File: config.mk
export PLATFORM = sky130hd
export DESIGN_NAME = lpi_queue
export DESIGN_NICKNAME = d
export VERILOG_FILES = /design/src/hw/rtl/lpi_pkg.sv /design/src/hw/rtl/lpi_queue.sv
export SDC_FILE = /design/constraint.sdc
export NUM_CORES = 1
export LEC_CHECK = 0
export BUFFER_PORTS_ARGS = -buffer_cell sky130_fd_sc_hd__buf_2
export CAP_MARGIN = 20
export CORE_ASPECT_RATIO = 2
export CORE_MARGIN = 4
export CORE_UTILIZATION = 45
export CTS_BUF_LIST = sky130_fd_sc_hd__clkbuf_2 sky130_fd_sc_hd__clkbuf_4 sky130_fd_sc_hd__clkbuf_8
export DETAILED_ROUTE_END_ITERATION = 10
export GPL_TIMING_DRIVEN = 0
export PLACE_DENSITY_LB_ADDON = 0.25
export SYNTH_ARGS = -nofsm -noshare
export SYNTH_HDL_FRONTEND = slang
export SYNTH_SLANG_ARGS = --single-unit
File: constraint.sdc
create_clock -name clk -period 6.1 [get_ports clk]
set_clock_uncertainty 0.05 [all_clocks]
set_input_delay 0.61 -clock clk [delete_from_list [all_inputs] [get_ports clk]]
set_output_delay 0.61 -clock clk [all_outputs]
set_load 0.03 [all_outputs]
File: src/hw/rtl/lpi_pkg.sv
// shared types, widths and codes of the line-plane intersection block
// no dependencies
package lpi_pkg;

    localparam int COORD_WIDTH = 32;
    localparam int FRAC_BITS   = 16;

    // q - p, products and dot-product sums at full width
    localparam int QP_WIDTH  = COORD_WIDTH + 1;
    localparam int NV_WIDTH  = 2 * COORD_WIDTH;
    localparam int NE_WIDTH  = 2 * COORD_WIDTH + 1;
    localparam int D_WIDTH   = 2 * COORD_WIDTH + 2;
    localparam int E_WIDTH   = 2 * COORD_WIDTH + 3;
    localparam int N_WIDTH   = E_WIDTH + FRAC_BITS;
    localparam int S_WIDTH   = 2 * COORD_WIDTH + 1;

    localparam int IDX_WIDTH   = 3;
    localparam int QUEUE_DEPTH = 4;
    localparam int QUEUE_CNT_W = 3;

    localparam logic [1:0] KIND_NONE  = 2'd0;
    localparam logic [1:0] KIND_POINT = 2'd1;
    localparam logic [1:0] KIND_PLANE = 2'd2;

    localparam logic [IDX_WIDTH-1:0] REG_ORIGIN_X = 3'd0;
    localparam logic [IDX_WIDTH-1:0] REG_ORIGIN_Y = 3'd1;
    localparam logic [IDX_WIDTH-1:0] REG_ORIGIN_Z = 3'd2;
    localparam logic [IDX_WIDTH-1:0] REG_DIR_X    = 3'd3;
    localparam logic [IDX_WIDTH-1:0] REG_DIR_Y    = 3'd4;
    localparam logic [IDX_WIDTH-1:0] REG_DIR_Z    = 3'd5;

    typedef struct packed {
        logic signed [COORD_WIDTH-1:0] plane_normal_x;
        logic signed [COORD_WIDTH-1:0] plane_normal_y;
        logic signed [COORD_WIDTH-1:0] plane_normal_z;
        logic signed [COORD_WIDTH-1:0] plane_point_x;
        logic signed [COORD_WIDTH-1:0] plane_point_y;
        logic signed [COORD_WIDTH-1:0] plane_point_z;
    } lpi_in_t;

    typedef struct packed {
        logic [1:0]                    hit_kind;
        logic signed [COORD_WIDTH-1:0] hit_x;
        logic signed [COORD_WIDTH-1:0] hit_y;
        logic signed [COORD_WIDTH-1:0] hit_z;
        logic                          overflow;
    } lpi_out_t;

    typedef struct packed {
        logic signed [COORD_WIDTH-1:0] origin_x;
        logic signed [COORD_WIDTH-1:0] origin_y;
        logic signed [COORD_WIDTH-1:0] origin_z;
        logic signed [COORD_WIDTH-1:0] dir_x;
        logic signed [COORD_WIDTH-1:0] dir_y;
        logic signed [COORD_WIDTH-1:0] dir_z;
    } lpi_line_t;

    // classified item handed from front to back
    typedef struct packed {
        logic [1:0]                kind;
        logic signed [D_WIDTH-1:0] d;
        logic signed [E_WIDTH-1:0] e;
    } lpi_task_t;

endpackage

File: src/hw/rtl/lpi_queue.sv
// short shifting queue between front and back
// depends on lpi_pkg
module lpi_queue (
    input  logic               clk,
    input  logic               rst_n,
    input  logic               push,
    input  lpi_pkg::lpi_task_t push_data,
    output logic               full,
    input  logic               pop,
    output lpi_pkg::lpi_task_t pop_data,
    output logic               not_empty
);

    lpi_pkg::lpi_task_t                 ent_reg [lpi_pkg::QUEUE_DEPTH];
    logic [lpi_pkg::QUEUE_CNT_W-1:0]    count_reg;
    logic [lpi_pkg::QUEUE_CNT_W-1:0]    count_next;
    logic [lpi_pkg::QUEUE_CNT_W-1:0]    count_m1;

    assign full      = count_reg == lpi_pkg::QUEUE_CNT_W'(lpi_pkg::QUEUE_DEPTH);
    assign not_empty = count_reg != '0;
    assign pop_data  = ent_reg[0];
    assign count_m1  = count_reg - 1'b1;

    always_comb
    begin
        count_next = count_reg;
        if (push && !pop)
            count_next = count_reg + 1'b1;
        else if (pop && !push)
            count_next = count_m1;
    end

    always_ff @(posedge clk or negedge rst_n)
    begin
        if (!rst_n)
            count_reg <= '0;
        else
            count_reg <= count_next;
    end

    // head sits at entry 0, entries shift down on pop
    for (genvar i = 0; i < lpi_pkg::QUEUE_DEPTH; i++)
    begin : g_ent
        always_ff @(posedge clk)
        begin
            if (pop)
            begin
                if (push && count_m1 == lpi_pkg::QUEUE_CNT_W'(i))
                    ent_reg[i] <= push_data;
                else if (i < lpi_pkg::QUEUE_DEPTH - 1)
                    ent_reg[i] <= ent_reg[(i + 1) % lpi_pkg::QUEUE_DEPTH];
            end
            else if (push && count_reg == lpi_pkg::QUEUE_CNT_W'(i))
            begin
                ent_reg[i] <= push_data;
            end
        end
    end

endmodule

# Word level (Yosys, flattened, before mapping)
# Memory sizes are Yosys's and may differ from the RTL's.
# Cells that the tools add are included.
[word_totals]
regBits = 3
ram_bits = 540
elab_cells = 76
n_memories = 1
[classes]
add_sub_neg = 2
n_eq_ne = 7
mux = 42
n_bitwise = 7
reduce_logical = 16
[memory_table]
columns = ["memory", "depth", "width", "rd", "rd_ports_with_merged_regs", "write_ports", "line", "text"]
rows = [
  ["ent_reg", 4, 135, 4, 0, 4, "lpi_queue.sv:14", "lpi_pkg::lpi_task_t ent_reg [lpi_pkg::QUEUE_DEPTH];"],
]
[ops]
columns = ["op", "count"]
rows = [
  ["135-bit two-way mux", 7],
  ["1-bit two-way mux", 33],
  ["3-bit by 2-bit == test with 1-bit output, second input constant", 4],
  ["1-bit logical AND", 10],
  ["1-bit OR", 7],
  ["3-bit by 1-bit == test with 1-bit output, second input constant", 2],
  ["3-bit zero test", 2],
  ["3-bit two-way mux", 2],
  ["3-bit by 1-bit adder with 3-bit output, second input constant", 1],
  ["3-bit == test, second input constant", 1],
  ["3-bit nonzero test", 1],
  ["3-bit by 1-bit subtractor with 3-bit output, second input constant", 1],
  ["1-bit zero test", 2],
  ["2-bit nonzero test", 1],
]

# Depth between registers and ports, before layout
[logic_depth]
depth_word = 8
depth_mapped = 7

# Worst setup path after synthesis
# OpenSTA, ideal clock, no wires.
[synth_timing]
kind = "register -> register"
startpoint = "reg count_reg[0] (netlist name)"
endpoint = "mem ent_reg[3][0] (netlist name), enable pin"
t_arrival_ns = 4.148
t_required_ns = 5.540
setup_slack_ns = 1.392
stages_incl_launch_ff = 6
path_buffers = 0
period_less_slack_ns = 4.708
path_cell_list = "dfrtp_1 inv_1 ha_1 xor2_2 o2bb2ai_1 and2_1"
[synth_lines]
columns = ["element", "line", "text"]
rows = [
  ["start, declared", "lpi_queue.sv:15", "logic [lpi_pkg::QUEUE_CNT_W-1:0] count_reg;"],
  ["start signal, assigned", "lpi_queue.sv:38", "count_reg <= count_next;"],
  ["end, declared", "lpi_queue.sv:14", ""],
]

==> flow_summary.ini <==
[placement]
place_congestion = 0.742
dp_hpwl_um = 28500
io_buffers = 274
dpl.cell_count = 1940
place_ws_ns = 3.06

[clock_tree]
cts.sink_count = 543
numCtsBuffers = 75
htree_num_levels = 3
ctsLongestPathBuffers = 3
cts_tree = done
cts_root_buf = clkbuf_8
clk_latency_ns = 0.61
cts.clk_slew.worst_paths_ns = 0.07

[synthesis]
ys_ff_latch = 543
synth_fp_nets = 1176
ys_async_sr_fraction_pct = 0.552
synth.avg_cell_area_um2 = 20.8
ys.flop_type = edfxtp_1
synth_top_area_share_pct = 75.8
synthCells = 1030
synth_seq_area_share_pct = 76.2
synth_largest_area_cell = edfxtp_1
yosys_warnings = 0
synth_edf_count = 540
syn_area_um2 = 21400
synth_area_leaders = edfxtp_1 76%, mux2_2 13%, mux2_1 7.9%
ys_types = 21

[route]
postRouteAntennaNets = 0
drc_errors = 0
wl_per_cell_um = 21.4
drt_pass1_iterations = 6
vias = 10600
viasPerCell = 5.11
drtIter0Drc = 538
routed_wl_um = 44500

[worst_setup_path]
r2r-start = count_reg[0]$_DFFE_PN0P_
crit_chain = inv_1, ha_1, xor2_2, o21ai_2, buf_4, buf_4, mux2_1
crit_fanout = 10
crit_arrival_ns = 3.24
crit_buf_inv = 3
cpPeakStageDelay_ns = 0.66
cp.required_ns = 6.39
rr_worst_depth = 7
cp-end-kind = flip-flop
r2r_end = ent_reg[0][111]$_DFFE_PP_
cp-startpoint = count_reg[0]$_DFFE_PN0P_
crit_top_cell = buf_4
ff2ff_setup_slack_ns = 3.15
endpoint = ent_reg[0][111]$_DFFE_PP_
start_kind = flip-flop
crit_type = flip-flop to flip-flop
slowest_stage = o21ai_2
cp_num_cells = 7
cpLargestDelayFamily = buffers and inverters

[global_routing]
antenna_found_initial = 11
grt_pass1_vias = 11700
overflow = 0
grt_max_degree = 59
grt_pass1_wl_um = 68500
grt_usage_pct = 17.5

[layout]
finalNetCount = 1537
area_delta_synth_final_pct = 17.9
drive_gt1_share_pct = 48.2
fin_cells = 2079
largest_reg_flops = 540
fillers = 3853

[timing]
drv_slew = 0
setup_ws_ns = 3.15
finalHoldViolCount = 0
rsz0062_at_grt = false
fmax_mhz = 339
fin_crit_sh_pct = 48.3
worst_hold_slack_ns = 0.162
worst_slew_pin_slew_ns = 0.780
post-route-min-period_ns = 2.95
setup_violations = 0
relSlewSlack_pct = 48.0

[die]
pin_count = 276
die_height_um = 316
start_util_pct = 45.7
fp.dieW_um = 162
fp-row-count = 112
coreArea_um2 = 46800
dieArea_um2 = 51300

[power_and_ir_drop]
comb_power_share_pct = 18.4
p_clk_share_pct = 28.6
switching_power_uw = 2550
sw_frac_of_total_pct = 27.1
seq_power_share_pct = 53.1
ir_drop_uv = 248
p_leak_uw = 0.00909
p_int_uw = 6870
p_per_area_nw_per_um2 = 374

[worst_hold_path]
hold_class = input pin to flip-flop
min_from = push_data[131]

[job]
maxCapViolations = 0

[run_status]
outcome = finished, final reports clean
==> routing by layer <==
| layer | GRT usage [%] | vias to the layer above | routed length [um] |
|---|---|---|---|
| li1 | - | 4813 | - |
| met1 | 20.1 | 5385 | 17200 |
| met2 | 31.2 | 328 | 23300 |
| met3 | 4.47 | 84 | 2750 |
| met4 | 7.00 | 6 | 1280 |
| met5 | 0 | - | 29 |
==> metrics by stage <==
stage               power, uW  setup TNS (ns)  util (%)  area, um2
finish                   9420               0      53.9      25200
global route             9880               0      53.9      25200
CTS                      9590               0      53.8      25200
detailed placement       6860               0      50.9      23800
global placement         6860         -489.60      50.3      23500
floorplan                6280               0         -      21400
==> layout make-up <==
type | instances | area (um2) | area share (%)
multi-input cells | 440 | 4840 | 19.2
clock buffers | 99 | 1220 | 4.86
inverters | 4 | 15.0 | 0.0595
repair buffers | 284 | 1620 | 6.43
flip-flops and latches | 543 | 16300 | 64.6
diodes | 8 | 20.0 | 0.0794
plain buffers | 43 | 259 | 1.03
well taps | 627 | 785 | 3.11
clock inverters | 31 | 161 | 0.640
==> power by group through the flow <==
stage	registers [uW]	clock network, uW	logic, uW
5_1_grt	5050	2970	1870
4_1_cts	5010	2800	1780
2_1_floorplan	5420	0	857
3_5_place_dp	5080	0	1770
3_3_place_gp	5190	0	1670
6_report	5000	2690	1730
==> repair_timing <==
item	4_1_cts	5_1_grt
endpoints found under the hold margin	3	0
setup buffers	0	0
gates resized for setup	0	0
hold buffers	1	0
==> logic make-up after synthesis <==
logic type	synth area share (%)
flip-flops	76.2
multiplexers	21.3
buffers and inverters	1.28
AND/OR/NAND/NOR	0.351
AO/OA/AOI/OAI	0.269
adder cells (fa/ha/maj)	0.410
XOR/XNOR	0.158
==> cell usage after synthesis, types with 2 or more instances <==
| cell type | number |
|---|---|
| buf_2 | 24 |
| mux2_1 | 150 |
| ha_1 | 7 |
| and2_1 | 2 |
| edfxtp_1 | 540 |
| inv_1 | 4 |
| buf_4 | 18 |
| a21oi_1 | 2 |
| nand2_1 | 13 |
| mux2_2 | 255 |
| o21ai_2 | 3 |
| dfrtp_1 | 3 |
==> worst reg2reg max path, cell delays in order (launching register included) <==
cell,delay (ns)
dfrtp_1,0.41
inv_1,0.10
ha_1,0.27
xor2_2,0.21
o21ai_2,0.66
buf_4,0.36
buf_4,0.25
mux2_1,0.37
==> how the worst min path moves through the flow <==
stage                           endpoint  depth (start not counted)
2_1_floorplan   count_reg[0]$_DFFE_PN0P_                          0
3_3_place_gp    count_reg[2]$_DFFE_PN0P_                          1
3_5_place_dp    count_reg[2]$_DFFE_PN0P_                          1
4_1_cts        ent_reg[3][127]$_DFFE_PP_                          1
5_1_grt         ent_reg[3][21]$_DFFE_PP_                          1
6_report       ent_reg[3][131]$_DFFE_PP_                          1
==> layout by cell type (no fill, tap or decap), types with 2 or more instances in the layout <==
cell type | netlist | routed
edfxtp_1 | 540 | 540
ha_1 | 7 | 7
a21oi_1 | 2 | 2
clkbuf_8 | 0 | 77
clkbuf_4 | 0 | 22
buf_2 | 24 | 298
mux2_1 | 150 | 150
buf_4 | 18 | 18
inv_1 | 4 | 4
diode_2 | 0 | 8
o21ai_2 | 3 | 3
clkinv_1 | 0 | 22
clkinvlp_4 | 0 | 2
dfrtp_1 | 3 | 3
nand2_4 | 0 | 3
buf_16 | 0 | 8
clkinv_2 | 0 | 5
nand2_1 | 13 | 10
mux2_2 | 255 | 255
Note: power is estimated with default switching activity, not from simulation.
